$ cat src/scc_pkg.sv
// Shared types and constants for the strongly connected components block.
// Depends on nothing; every other file takes names from here by scope.
package scc_pkg;

    localparam int NODE_W = 7;
    localparam int DEF_MAX_NODES = 64;
    localparam int DEF_MAX_EDGES = 1024;
    localparam int QUEUE_DEPTH = 4;

    typedef struct packed {
        logic [NODE_W-1:0] src_node;
        logic [NODE_W-1:0] dst_node;
        logic              has_edge;
        logic              last;
    } item_t;

    typedef struct packed {
        logic [NODE_W-1:0] node;
        logic [NODE_W-1:0] label;
        logic [NODE_W-1:0] component_count;
        logic              edge_overflow;
        logic              last_result;
    } result_t;

    // Classified command from front to back; tail and head are node minus one.
    typedef struct packed {
        logic              is_edge;
        logic              is_last;
        logic              ovf;
        logic [NODE_W-1:0] tail;
        logic [NODE_W-1:0] head;
    } cmd_t;

endpackage

$ cat src/scc_front.sv
// Front end: accepts item beats, range-checks edges and tracks store fill.
// Depends on scc_pkg for item_t and cmd_t.
module scc_front #(
    parameter int MAX_EDGES = scc_pkg::DEF_MAX_EDGES
) (
    input  logic                       clk,
    input  logic                       rst_n,
    input  logic                       in_valid,
    input  scc_pkg::item_t             in_item,
    input  logic [scc_pkg::NODE_W-1:0] n_eff,
    input  logic                       q_full,
    output logic                       in_stall,
    output logic                       push,
    output scc_pkg::cmd_t              cmd
);
    localparam int CW = $clog2(MAX_EDGES + 1);
    localparam int OW = scc_pkg::NODE_W;

    logic [CW-1:0] cnt_reg, cnt_next;
    logic          ovf_reg, ovf_next;
    logic          acc, bad, good;

    assign in_stall = q_full;
    assign acc = in_valid && !q_full;

    always_comb
    begin
        bad = (in_item.src_node == '0) || (in_item.src_node > n_eff) ||
              (in_item.dst_node == '0) || (in_item.dst_node > n_eff) ||
              (cnt_reg >= CW'(MAX_EDGES));
        good = in_item.has_edge && !bad;
        cmd.is_edge = good;
        cmd.is_last = in_item.last;
        cmd.ovf = ovf_reg || (in_item.has_edge && bad);
        cmd.tail = in_item.src_node - OW'(1);
        cmd.head = in_item.dst_node - OW'(1);
        push = acc && (good || in_item.last);
        cnt_next = cnt_reg;
        ovf_next = ovf_reg;
        if (acc)
        begin
            if (in_item.last)
            begin
                cnt_next = '0;
                ovf_next = 1'b0;
            end
            else
            begin
                ovf_next = cmd.ovf;
                if (good)
                    cnt_next = cnt_reg + CW'(1);
            end
        end
    end

    always_ff @(posedge clk or negedge rst_n)
    begin
        if (!rst_n)
        begin
            cnt_reg <= '0;
            ovf_reg <= 1'b0;
        end
        else
        begin
            cnt_reg <= cnt_next;
            ovf_reg <= ovf_next;
        end
    end
endmodule

$ cat config.mk
export PLATFORM = sky130hd
export DESIGN_NAME = scc_front
export DESIGN_NICKNAME = d
export VERILOG_FILES = /design/src/scc_pkg.sv /design/src/scc_front.sv
export SDC_FILE = /design/constraint.sdc
export NUM_CORES = 1
export LEC_CHECK = 0
export ABC_AREA = 1
export BUFFER_PORTS_ARGS = -buffer_cell sky130_fd_sc_hd__buf_4
export CAP_MARGIN = 20
export CORE_UTILIZATION = 25
export DETAILED_ROUTE_END_ITERATION = 16
export PLACE_DENSITY = 0.46
export SLEW_MARGIN = 20
export SYNTH_ARGS = -nofsm -noshare
export SYNTH_HDL_FRONTEND = slang
export SYNTH_SLANG_ARGS = --single-unit
$ cat constraint.sdc
create_clock -name clk -period 4.7 [get_ports clk]
set_input_delay 0.705 -clock clk [delete_from_list [all_inputs] [get_ports clk]]
set_output_delay 0.705 -clock clk [all_outputs]
set_load 0.03 [all_outputs]
## After elaboration in Yosys (flattened, before gate mapping)

Cells that the tools add are included.

- Reduce and logical (&&, ||, !) cells: 16
- Add/subtract/negate cells: 3
- Multiplexer cells: 3
- Order comparisons: 3

Operator list:

| kind | count |
|---|---|
| $mux W11 | 2 |
| $gt A7 B7 Y1 | 2 |
| $logic_not A7 Y1 | 2 |
| $sub A7 B1 Y7 const B | 2 |
| $add A11 B1 Y11 const B | 1 |
| $ge A11 B11 Y1 const B | 1 |
| $logic_or A1 B1 Y1 | 6 |
| $logic_and A1 B1 Y1 | 4 |
| $logic_not A1 Y1 | 2 |
| $reduce_and A2 Y1 | 1 |
| $reduce_bool A2 Y1 | 1 |
| $mux W1 | 1 |

- Register bits: 12
- Bits of input ports: 27
- Logic and storage cells: 27
- Output and inout port bits: 19

## Logic depth before layout (Yosys ltp)

- Word-level depth: 9
- Depth in mapped cells: 14
- Depth with buffers taken out: 14

## Worst setup path before layout

Ideal clock, no wire load.

- Kind: input to output
- Start point: input port in_item[9] (netlist name)
- End point: output port push
- Path slack: 1963 ps
- Stages on the path: 11
- Required time: 3995 ps
- Arrival: 2032 ps
- Cell sequence: inv_1 -> ha_1 -> inv_1 -> nand3_1 -> nand2_1 -> nand2_1 -> nand2_1 -> a21oi_2 -> nand4_2 -> buf_6 -> nand2_1

- Word-level cells in the longest chain between the ends: 9
- Elaborated cells on any way between the ends: 10

Ends and longest elaborated chain:

| item | RTL line | RTL |
|---|---|---|
| from (decl) | scc_front.sv:9 | `input scc_pkg::item_t in_item,` |
| $gt A7 B7 Y1 or $logic_not A7 Y1 (tied branches) | scc_front.sv:28 | `bad = (in_item.src_node == '0) \|\| (in_item.src_node > n_eff) \|\|` |
| $logic_or A1 B1 Y1 * (2 in series) | scc_front.sv:28 |  |
| $logic_or A1 B1 Y1 * (2 in series) | scc_front.sv:29 | `(in_item.dst_node == '0) \|\| (in_item.dst_node > n_eff) \|\|` |
| $logic_not A1 Y1 * | scc_front.sv:31 | `good = in_item.has_edge && !bad;` |
| $logic_and A1 B1 Y1 * | scc_front.sv:31 |  |
| $logic_or A1 B1 Y1 * | scc_front.sv:37 | `push = acc && (good \|\| in_item.last);` |
| $logic_and A1 B1 Y1 * | scc_front.sv:37 |  |
| to (decl) | scc_front.sv:13 | `output logic push,` |

Mark *: on every way between the ends. The rest lies on a longest branch, timed or not.

## Worst setup path in the final report

- Start point: input port n_eff[6] (netlist name)
- End point: output port push

- Word-level cells in the longest chain between the ends: 9
- Elaborated cells on any way between the ends: 10

Ends and longest elaborated chain:

| item | RTL line | RTL |
|---|---|---|
| from (decl) | scc_front.sv:10 | `input logic [scc_pkg::NODE_W-1:0] n_eff,` |
| $gt A7 B7 Y1 | scc_front.sv:28 |  |
| $logic_or A1 B1 Y1 (2 in series) | scc_front.sv:28 |  |
| $logic_or A1 B1 Y1 * (2 in series) | scc_front.sv:29 |  |
| $logic_not A1 Y1 * | scc_front.sv:31 |  |
| $logic_and A1 B1 Y1 * | scc_front.sv:31 |  |
| $logic_or A1 B1 Y1 * | scc_front.sv:37 |  |
| $logic_and A1 B1 Y1 * | scc_front.sv:37 |  |

Marks and branches as above.

==> metrics <==
outcome completed; drt first pass iters 4; remaining antenna violation count after routing 0; vias per cell 4.46; final count of hold timing violations 0; number of slew-limit violations in the final report 0; H-Tree Level Count 1; time the final worst path needs with I/O delays and setup 2.98 ns; Logic pwr share 39.0%; Overflow after GRT 0; power density relative to cell area 201 mW/mm2; post-CTS setup buffer count 0; clock-pin transition on the worst setup and hold timing paths 0.06 ns; wire length on met2 1.75 mm; Placed Cells 327; final routed wire length divided by cell count 10.7 um; final routed wirelength across all metal layers 3.56 mm; clock network fraction of design power 30.3%; cells after synthesis 216; Detail Placement HPWL 2.90 mm; launching element type of the critical path primary input; Die Footprint 0.00606 mm2; CP max FO 12; number of antenna violations at the first check in global routing 0; number of global-route vias before repair 1387; most common cell after layout, fill and taps aside nand2_1; overall fraction of global-route tracks in use 12.4%; number of buffer cells added on primary ports 45; wire length the detailed router placed on met1 1.59 mm; count of hold-fix buffers inserted at cts 0; count of non-filler cells in the finished layout 331; IO Count 46; highest routing layer actually used met4; total setup violations reported at the end of the flow 0; Synthesis Warnings 0; placer's final routability congestion estimate 0.771; commonest cells after routing, fill and taps aside 50 x nand2_1, 47 x buf_4, 31 x inv_1; worst hold path type in2async; clock buffer count from CTS 3; final setup TNS 0 ns; clock sinks 12; maximum clock frequency 335 MHz; 1st-iter DRT viols 33; vias after detailed routing 1475; CTS root buffer clkbuf_8; number of filler cells placed in the layout 623; library cells used by synthesis 26; flip-flop count of the largest register, all copies and words added 11; later-pin clock latency in the skew report 0.24 ns; area growth from synthesis to layout 30.9%; clock tree from TritonCTS built; arrival time of data at the critical path endpoint 2.28 ns; Switching Power 134 uW; Die Width 77.9 um; maximum number of pins on one net before global-route repair 15; Placeable Area 0.00554 mm2; share of the clock period used by the worst path after layout 63.5%; global-route wire length before repair 6.11 mm; Final nets 306; Max IR drop VDD 118 uV; Max clock buf depth 2; power consumption 378 uW; num rows 27; sequential share of the synthesized area 20.9%; syn_nets 262; required time of the critical path 3.99 ns; worst clock skew on the final layout 0.00762 ns; remaining design rule violation count 0; share of total power in sequential cells 30.7%; cell area after technology mapping 0.00144 mm2; Cell Int Power 244 uW; unrepaired setup endpoints after global routing no; reported max-cap violation count 0; Die Height 77.9 um; Crit. End Element primary output; count of cells resized by post-cts repair 0; initial core utilization 26.0%; fin util 34.0%; slew at the pin with the worst max-slew slack 0.401 ns; Antenna Diode Count 0; switching portion of total power 35.4%; Slew headroom 73.2%; total of flip-flops plus latches after synthesis 12; per-instance average area after synthesis 6.66 um2; Pleak 1.08 nW; Setup Crit Path Kind in2out; ratio of cells with drive above 1 in the final layout 23.9%; amount of wire on met3 after detailed routing 195 um
## cell usage after synthesis (all sizes together)
| cell | instances | area [um2] |
|---|---|---|
| xor2 | 6 | 52.6 |
| buf | 6 | 46.3 |
| clkbuf | 2 | 7.51 |
| nand2 | 51 | 194 |
| nand4 | 5 | 43.8 |
| nor3 | 5 | 36.3 |
| a21oi | 10 | 53.8 |
| xnor2 | 5 | 43.8 |
| inv | 33 | 124 |
| ha | 19 | 238 |
| a21o | 1 | 7.51 |
| o21a | 1 | 7.51 |
| nor3b | 1 | 12.5 |
| dfrtp | 12 | 300 |
| o21ai | 2 | 10.0 |
| nand3 | 30 | 155 |
| nor2 | 27 | 106 |
## layout make-up
type | instances | area (um2) | share of cell area, %
timing repair buffer | 47 | 353 | 18.7
tap | 72 | 90.1 | 4.78
sequential | 12 | 300 | 15.9
inverter | 33 | 124 | 6.58
clock buffer | 4 | 55.1 | 2.92
multi-input combinational | 163 | 961 | 51.0
## power groups by stage
stage / logic, mW / registers, mW / clock network (mW)
2_1_floorplan: 0.0952 / 0.116 / 0
3_3_place_gp: 0.151 / 0.118 / 0
3_5_place_dp: 0.150 / 0.118 / 0
4_1_cts: 0.150 / 0.116 / 0.117
5_1_grt: 0.165 / 0.117 / 0.123
6_report: 0.147 / 0.116 / 0.114
## worst max-delay path: stages
cell	delay (ns)
buf_4	0.10
inv_1	0.07
ha_1	0.24
nand2_1	0.10
inv_1	0.05
a21oi_1	0.14
nand2_1	0.10
a21oi_2	0.15
nand4_2	0.30
nand2_1	0.16
buf_4	0.17
## cell families after synthesis
kind of cell	share of synthesized area, %
simple gates	38.1
fa+ha+maj	16.5
xor+xnor	6.70
compound gates	5.48
flops	20.9
buf+inv	12.3
## metal layers
metal	vias to the layer above	track usage (%)
met2	40	23.0
met5	-	0
met1	661	14.7
met3	2	1.53
li1	772	-
met4	0	4.15
## path summary, 6_finish.rpt
path / slack [ns] / to / startpoint / cells past startpoint
hold / removal: 0.29 / cnt_reg[5] / rst_n / 1
min in group clk: 0.50 / ovf_reg / ovf_reg / 2
hold reg to reg: 0.50 / ovf_reg / ovf_reg / 2
max in group asynchronous: 4.24 / cnt_reg[3] / rst_n / 1
setup reg to reg: 3.09 / cnt_reg[10] / cnt_reg[0] / 11
setup / recovery: 1.72 / push / n_eff[6] / 11
## stage by stage
stage | hold WS (ns) | setup WS [ns] | area (um2)
6_report | 0.291 | 1.72 | 1880
5_1_grt | 0.297 | 1.52 | 1880
4_1_cts | 0.298 | 1.69 | 1880
3_5_place_dp | 0.496 | 1.70 | 1830
3_3_place_gp | 0.498 | 1.71 | 1830
2_1_floorplan | 0.409 | 1.96 | 1440
Power figures use the tool's default switching activity.
