$ cat config.mk
export PLATFORM = sky130hd
export DESIGN_NAME = scc_queue
export DESIGN_NICKNAME = d
export VERILOG_FILES = /design/src/scc_pkg.sv /design/src/scc_queue.sv
export SDC_FILE = /design/constraint.sdc
export NUM_CORES = 1
export LEC_CHECK = 0
export BUFFER_PORTS_ARGS = -buffer_cell sky130_fd_sc_hd__buf_4
export CAP_MARGIN = 20
export CORE_UTILIZATION = 51
export CTS_CLUSTER_SIZE = 25
export DETAILED_ROUTE_END_ITERATION = 7
export GPL_TIMING_DRIVEN = 0
export PLACE_DENSITY = 0.71
export SKIP_LAST_GASP = 1
export SLEW_MARGIN = 20
export SYNTH_ARGS = -nofsm -noshare
export SYNTH_HDL_FRONTEND = slang
export SYNTH_SLANG_ARGS = --single-unit
$ cat constraint.sdc
create_clock -name clk -period 2.05 [get_ports clk]
set_clock_uncertainty 0.15 [all_clocks]
set_input_delay 0.205 -clock clk [delete_from_list [all_inputs] [get_ports clk]]
set_output_delay 0.205 -clock clk [all_outputs]
set_load 0.01 [all_outputs]
$ cat src/scc_pkg.sv
// Shared types and constants for the strongly connected components block.
// Depends on nothing; every other file takes names from here by scope.
package scc_pkg;

    localparam int NODE_W = 7;
    localparam int DEF_MAX_NODES = 64;
    localparam int DEF_MAX_EDGES = 1024;
    localparam int QUEUE_DEPTH = 4;

    typedef struct packed {
        logic [NODE_W-1:0] src_node;
        logic [NODE_W-1:0] dst_node;
        logic              has_edge;
        logic              last;
    } item_t;

    typedef struct packed {
        logic [NODE_W-1:0] node;
        logic [NODE_W-1:0] label;
        logic [NODE_W-1:0] component_count;
        logic              edge_overflow;
        logic              last_result;
    } result_t;

    // Classified command from front to back; tail and head are node minus one.
    typedef struct packed {
        logic              is_edge;
        logic              is_last;
        logic              ovf;
        logic [NODE_W-1:0] tail;
        logic [NODE_W-1:0] head;
    } cmd_t;

endpackage

$ cat src/scc_queue.sv
// Short command queue between the front end and the walk engine.
// Depends on scc_pkg for cmd_t and the queue depth.
module scc_queue (
    input  logic          clk,
    input  logic          rst_n,
    input  logic          push,
    input  scc_pkg::cmd_t push_cmd,
    input  logic          pop,
    output scc_pkg::cmd_t head_cmd,
    output logic          full,
    output logic          empty
);
    localparam int D = scc_pkg::QUEUE_DEPTH;
    localparam int PW = $clog2(D);
    localparam int NW = $clog2(D + 1);

    scc_pkg::cmd_t mem [D];
    logic [PW-1:0] wp_reg, rp_reg;
    logic [NW-1:0] cnt_reg;

    assign full = (cnt_reg == NW'(D));
    assign empty = (cnt_reg == '0);
    assign head_cmd = mem[rp_reg];

    always_ff @(posedge clk)
    begin
        if (push && !full)
            mem[wp_reg] <= push_cmd;
    end

    always_ff @(posedge clk or negedge rst_n)
    begin
        if (!rst_n)
        begin
            wp_reg <= '0;
            rp_reg <= '0;
            cnt_reg <= '0;
        end
        else
        begin
            if (push && !full)
                wp_reg <= (wp_reg == PW'(D - 1)) ? '0 : wp_reg + PW'(1);
            if (pop && !empty)
                rp_reg <= (rp_reg == PW'(D - 1)) ? '0 : rp_reg + PW'(1);
            cnt_reg <= cnt_reg + NW'(push && !full) - NW'(pop && !empty);
        end
    end
endmodule

Word-level counts from Yosys, hierarchy flattened:

Memories as Yosys holds them, arrays and structs flattened.
Cells that the tools add are included.

* add/sub/neg operators: 4
* equal/unequal tests: 3
* mux-type cells: 4
* reductions and logical operators: 5

Operators with widths (number)
* 2-bit by 1-bit adder with 2-bit output (second input constant): 2
* 2-bit == test (second input constant): 2
* 2-bit 2-to-1 mux: 2
* 3-bit by 1-bit adder with 3-bit output: 1
* 3-bit == test (second input constant): 1
* 3-bit logical NOT: 1
* 3-bit by 1-bit subtractor with 3-bit output: 1
* 1-bit logical AND: 2
* 1-bit logical NOT: 2
* 1-bit 2-to-1 mux: 2

* bits in registers: 7
* memory bits (writable): 68
* input bits: 21
* output and inout port bits: 19
* logic and storage cells: 20
* memories kept: 1

Memories
* mem: words 4, width 17, rd ports 1, clocked after Yosys merged registers in 0, wr ports 1, line scc_queue.sv:17 `scc_pkg::cmd_t mem [D];`

Depth between registers and ports, before layout:

Gate-level depths: netlist of the first run.

* word-level depth: 5
* mapped depth: 9
* gate-level depth less buffers: 9

Worst setup path before layout of the first run:

OpenSTA, ideal clock, no wires.

* path kind: register to register
* start point: reg cnt_reg[1]
* end point: reg cnt_reg[2]
* library setup time: 0.123 ns
* arrival time: 2.099 ns
* data required time: 1.777 ns
* slack: -0.322 ns
* stages on the path, launching flop included: 10
* path buffers: 0
* clock period less this slack: 2.372 ns
* path through: dfrtp_1 -> nor3_1 -> nand2b_1 -> inv_1 -> ha_1 -> inv_1 -> ha_1 -> fa_1 -> xnor2_1 -> xnor2_1

* elaborated cells between the ends (all ways): 8
* those cells by class: add/sub: 2; eq/ne: 1; reduce/logical: 5

RTL lines
* start: declaration: line scc_queue.sv:19 `logic [NW-1:0] cnt_reg;`
* start signal: assignment: line scc_queue.sv:45 `cnt_reg <= cnt_reg + NW'(push && !full) - NW'(pop && !empty);`
* 3-bit logical NOT: line scc_queue.sv:22 `assign empty = (cnt_reg == '0);`
* net empty: line scc_queue.sv:11 `output logic empty`
* 1-bit logical NOT: line scc_queue.sv:45
* 1-bit logical AND: line scc_queue.sv:45
* 3-bit by 1-bit subtractor with 3-bit output: line scc_queue.sv:45

The timed path passes the listed nets, and every way through them passes these cells.
A chain may end at the register's enable or synchronous reset.

Final worst setup path of the first run:

* start point: reg cnt_reg[1]
* end point: reg cnt_reg[2]

* cells in the longest elaborated chain, start to end: 5
* elaborated cells between the ends (all ways): 8
* those cells by class: add/sub: 2; eq/ne: 1; reduce/logical: 5

Ends and longest elaborated chain
* 3-bit == test: line scc_queue.sv:21 `assign full = (cnt_reg == NW'(D));`
* 1-bit logical NOT: line scc_queue.sv:45
* 1-bit logical AND: line scc_queue.sv:45
* 3-bit by 1-bit adder with 3-bit output: line scc_queue.sv:45
* 3-bit by 1-bit subtractor with 3-bit output (*): line scc_queue.sv:45

Mark *: on every way between the ends. The rest lies on a longest branch, timed or not.

==> flow_summary.toml, run 1 <==
[status]
outcome = "finished, violations left"
violations = "setup timing"

[synth]
synth_cell_type_count = 20
syn_avg_cell_area_um2 = 23.0
yosysSeqAreaShare_pct = 75.4
syn-num-nets = 157
synth_area_um2 = 2940
post_synth_main_area_contributors = "edfxtp_1 69%, mux4_1 8.0%, mux4_2 6.1%"
synth_top_area_share_pct = 69.4
synth_edf_count = 68
ys.flop_type = "edfxtp_1"
synth.most_common_cell = "edfxtp_1"
syn_inst = 128
ys_ff_latch = 75
synth-async-reset-ratio_pct = 9.33
synth_warnings = 0
synth.cells.most_frequent = "68 x edfxtp_1, 9 x mux4_1, 8 x mux4_2"
synth.largest_area_cell = "edfxtp_1"

[critical_path]
critical-path-top-delay-family = "adder cells"
critPathArrivalTime_ns = 2.24
setup.worst_path.start_class = "register"
r2r_start = "cnt_reg[1]$_DFF_PN0_"
rr_endpoint = "cnt_reg[2]$_DFF_PN0_"
reg2reg_setup_slack_ns = -0.11
crit_buf_inv = 2
reg2reg_depth = 9
worstSetupEndpointType = "register"
crit_slowest_cell = "dfrtp_2"
crit_start = "cnt_reg[1]$_DFF_PN0_"
crit_required_ns = 2.12
worstPathCellList = "nor3_4 -> nand2b_4 -> inv_2 -> ha_4 -> inv_2 -> ha_4 -> fa_2 -> xnor2_2 -> xnor2_1"
timing_worst_setup_path_type = "reg2reg"
critPathMaxFanout = 3
cpPeakStageDelay_ns = 0.45
worstSetupPathDepth = 9

[cts]
ctsLongestPathBuffers = 2
cts_buffers = 9
ctsHtreeMaxLevel = 3
clk_pin_slew_worst_paths_ns = 0.07
clockRootBuffer = "clkbuf_8"
clock_latency_ns = 0.33
cts_tree = "yes"
clock_sinks = 75

[final_layout]
nNetsFinal = 235
layout-drive-gt1-share_pct = 46.9
syn_to_final_growth_pct = 31.2
fillers = 374
antennaDiodeCount = 0
largest_register_ffs = 68

[routing]
wl_um = 5190
drc = 0
vias = 1462
routedWlPerCell_um = 18.3
drt-pass1-iter-count = 4
drtIter0Drc = 79
ant_nets = 0
post_drt_via_cell_ratio = 5.17

[floorplan]
die-area_um2 = 6080
fp.dieH_um = 77.9
ios = 40
row_count = 27
coreArea_um2 = 5540
die_x_um = 77.9
start_util_pct = 53.1

[place]
place_hpwl_um = 3060
io_buffers = 39
dp_slack_ns = -0.261
routabilityCongestion = 0.604

[timing]
rsz0062_at_grt = "yes"
min_period_over_period_pct = 106
timing.final.ws_setup_ns = -0.114
maxSlewViolCount = 0
hold_viol = 0
tightest_slew_ns = 0.477
fmax_ghz = 0.462
min_period_ns = 2.16
max_slew_margin_pct = 68.2
setup_viol = 1

[pwr]
power_mw = 5.26
pwr-share-comb_pct = 40.9
powerDensity_nw_per_um2 = 1360
intPower_mw = 3.72
p_clk_share_pct = 17.4
leakage_nw = 1.42
p_sw_share_pct = 29.3
net-switching-power_mw = 1.54
peakVddDrop_mv = 0.874
power_frac_seq_pct = 41.7

[grt]
grt_max_degree = 18
grt_antenna_before_repair = 0
gr-total-overflow = 0
grt_usage_pct = 18.9
grt_pass1_vias = 1648
grt_pass1_wl_um = 8060

[run]
maxCapViolCount = 0

[worst_hold_path]
hold_class = "in2async"
## layout by cell type (no fill, tap or decap), types with 3 or more instances in the layout
cell            n
inv_1           4
buf_6          12
ha_1            5
inv_2           3
dlygate4sd3_1  19
mux2_2          3
clkbuf_8        9
edfxtp_1       68
dfrtp_1         5
mux4_2         16
clkbuf_1        3
buf_4          35
buf_12          3
and2_2          4
## repair_timing
item | in CTS | in global routing
hold endpoints to repair | 76 | 0
gates resized for setup | 9 | 26
endpoints found under the setup margin | 79 | 18
cloned | 0 | 1
buffers inserted | 7 | 1
hold buffers | 19 | 0
pin swaps | 2 | 5
## worst max path at each step
stage               slack (ns)                    to
detailed placement       -0.26  cnt_reg[2]$_DFF_PN0_
global route             -0.19  cnt_reg[2]$_DFF_PN0_
finish                   -0.11  cnt_reg[2]$_DFF_PN0_
global placement         -0.17  cnt_reg[2]$_DFF_PN0_
CTS                      -0.14  cnt_reg[2]$_DFF_PN0_
floorplan                -0.13  cnt_reg[2]$_DFF_PN0_
## through the flow
stage	TNS (ns)	instances	hold WS (ns)	cell area, um^2	utilization, %
floorplan	-0.128	128	-0.241	2960	-
global placement	-5.14	239	-0.130	3350	60.4
detailed placement	-9.21	239	-0.125	3350	60.4
CTS	-0.144	281	0.0551	3790	68.4
global route	-0.407	283	0.0748	3860	69.7
finish	-0.114	283	0.0603	3860	69.7
## final cells by class
cell class	instances	area, um^2	share of cell area (%)
Inverter	7	26.3	0.681
Clock buffer	12	135	3.50
Clock inverter	4	17.5	0.454
Timing Repair Buffer	67	634	16.4
Multi-Input combinational cell	42	691	17.9
Buffer	4	46.3	1.20
Tap cell	72	90.1	2.33
Sequential cell	75	2220	57.5
## cell families (layout without fill, tap and decap cells)
logic type	Yosys count	in the layout	synth area share, %
simple gates	11	11	2.55
flops	75	75	75.4
mux	20	20	15.3
compound gates	1	1	0.213
buf+inv	11	94	2.30
xor+xnor	2	2	0.596
fa+ha+maj	8	8	3.66
## worst reg2reg max path, stage by stage (launching register included)
cell and delay [ns]:
dfrtp_2 0.45, nor3_4 0.20, nand2b_4 0.15, inv_2 0.04, ha_4 0.25, inv_2 0.04, ha_4 0.14, fa_2 0.35
xnor2_2 0.15, xnor2_1 0.13
## per-layer routing
layer	vias to the layer above	share of wire [%]	track usage, %
met5	-	0	0
met4	0	1.8	10.6
met3	8	2.8	3.65
met2	35	55	34.1
met1	753	40	20.9
li1	666	-	-
## power by group through the flow
stage | registers (mW) | logic (mW) | clock network, mW
3_5_place_dp | 2.22 | 1.70 | 0
2_1_floorplan | 2.17 | 1.09 | 0
6_report | 2.19 | 2.15 | 0.917
3_3_place_gp | 2.18 | 1.65 | 0
4_1_cts | 2.18 | 1.93 | 0.926
5_1_grt | 2.22 | 2.33 | 0.986
Power figures use the tool's default switching activity.
==> run 2, diff against run 1 <==
--- a/config.mk
+++ b/config.mk
@@ -8,10 +8,12 @@
 export BUFFER_PORTS_ARGS = -buffer_cell sky130_fd_sc_hd__buf_4
 export CAP_MARGIN = 20
 export CORE_UTILIZATION = 51
+export CTS_BUF_LIST = sky130_fd_sc_hd__clkbuf_4 sky130_fd_sc_hd__clkbuf_8 sky130_fd_sc_hd__clkbuf_16
 export CTS_CLUSTER_SIZE = 25
 export DETAILED_ROUTE_END_ITERATION = 7
 export GPL_TIMING_DRIVEN = 0
 export PLACE_DENSITY = 0.71
+export RECOVER_POWER = 25
 export SKIP_LAST_GASP = 1
 export SLEW_MARGIN = 20
 export SYNTH_ARGS = -nofsm -noshare
==> flow_summary.toml, run 2 (synthesis gave the netlist of run 1 again) <==
[status]
outcome = "finished, violations left"
violations = "setup timing"

[critical_path]
cpPeakStageDelay_ns = 0.45
crit_required_ns = 2.12
critical-path-top-delay-family = "adder cells"
worstSetupEndpointType = "register"
crit_buf_inv = 2
setup.worst_path.start_class = "register"
timing_worst_setup_path_type = "reg2reg"
critPathMaxFanout = 3
crit_slowest_cell = "dfrtp_2"
worstPathCellList = "nor3_4 -> nand2b_4 -> inv_2 -> ha_4 -> inv_2 -> ha_4 -> fa_2 -> xnor2_2 -> xnor2_1"
critPathArrivalTime_ns = 2.23

[final_layout]
syn_to_final_growth_pct = 30.3
final_common_cell = "edfxtp_1"
nNetsFinal = 235
antennaDiodeCount = 0
regArea_um2 = 2220
multiInputGateArea_um2 = 691
largest_register_ffs = 68
final_core_util_pct = 69.2
layoutNonFillerInstCount = 283
final_cell_mix = "68 x edfxtp_1, 25 x buf_4, 19 x dlygate4sd3_1"
layout-drive-gt1-share_pct = 43.6
fillers = 383

[timing]
rsz0062_at_grt = "yes"
maxSlewViolCount = 0
max_slew_margin_pct = 68.7
setup_viol = 1
min_period_ns = 2.16
timing.final.ws_setup_ns = -0.114
fmax_ghz = 0.462
setup_tns_ns = -0.114
hold_ws_ns = 0.155
hold_viol = 0
min_period_over_period_pct = 106
tightest_slew_ns = 0.470

[cts]
cts_buffers = 9
clk_pin_slew_worst_paths_ns = 0.07
ctsHtreeMaxLevel = 3
clock_latency_ns = 0.33
cts_tree = "yes"
clockRootBuffer = "clkbuf_8"
ctsLongestPathBuffers = 2
clock_sinks = 75

[place]
routabilityCongestion = 0.604
place_hpwl_um = 3060
io_buffers = 39
dp_cells = 239

[pwr]
peakVddDrop_mv = 0.873
leakage_nw = 1.39
power_mw = 5.29
powerDensity_nw_per_um2 = 1380

[grt]
grt_usage_pct = 18.9
grt_max_degree = 18
grt_pass1_wl_um = 8060
grt_antenna_before_repair = 0
gr-total-overflow = 0
grt_pass1_vias = 1648

[floorplan]
ios = 40
coreArea_um2 = 5540
fp.dieH_um = 77.9
die_x_um = 77.9
row_count = 27
start_util_pct = 53.1
die-area_um2 = 6080

[routing]
vias = 1465
post_drt_via_cell_ratio = 5.18
drt-pass1-iter-count = 4
ant_nets = 0
drc = 0
drtIter0Drc = 87
wl_um = 5130
routedWlPerCell_um = 18.1

[worst_hold_path]
hold_class = "in2async"

[run]
maxCapViolCount = 0
==> run 2: final timing paths <==
kind,cells past startpoint,slack (ns),to,start
min reg2reg,1,0.48,wp_reg[0]$_DFFE_PN0P_,wp_reg[0]$_DFFE_PN0P_
min,2,0.15,rp_reg[1]$_DFFE_PN0P_,rst_n
max in group asynchronous,2,1.28,cnt_reg[1]$_DFF_PN0_,rst_n
max reg2reg,9,-0.11,cnt_reg[2]$_DFF_PN0_,cnt_reg[1]$_DFF_PN0_
min in group clk,4,0.18,rp_reg[1]$_DFFE_PN0P_,pop
max,9,-0.11,cnt_reg[2]$_DFF_PN0_,cnt_reg[1]$_DFF_PN0_
==> run 2: per-layer routing <==
metal | wire length, um | track usage, % | vias up
met5 | 0 | 0 | -
met4 | 104 | 10.6 | 0
met3 | 148 | 3.65 | 8
met2 | 2860 | 34.1 | 34
met1 | 2020 | 20.9 | 754
li1 | - | - | 669
==> run 2: through the flow <==
stage               setup WS, ns  area (um^2)
floorplan                 -0.128         2960
global placement          -0.168         3350
detailed placement        -0.261         3350
CTS                       -0.144         3800
global route              -0.195         3830
finish                    -0.114         3830
==> run 2: what timing repair did <==
action	CTS	global route
resized for setup	9	26
gates cloned	0	1
hold buffers	19	0
setup endpoints to repair	79	18
pin swaps	2	5
endpoints found under the hold margin	76	0
setup buffers	7	1
==> run 2: report_power, final <==
part / total, mW / internal, mW / switching (mW)
combinational: 2.14 / 1.24 / 0.904
sequential: 2.19 / 2.04 / 0.147
clock: 0.951 / 0.468 / 0.483
total: 5.29 / 3.75 / 1.53
==> run 2: cell type report <==
class | count | share of cell area (%)
Sequential cell | 75 | 57.9
Multi-Input combinational cell | 42 | 18.0
Timing Repair Buffer | 67 | 15.6
Clock buffer | 12 | 3.82
Tap cell | 72 | 2.35
Buffer | 4 | 1.21
Inverter | 7 | 0.685
Clock inverter | 4 | 0.457
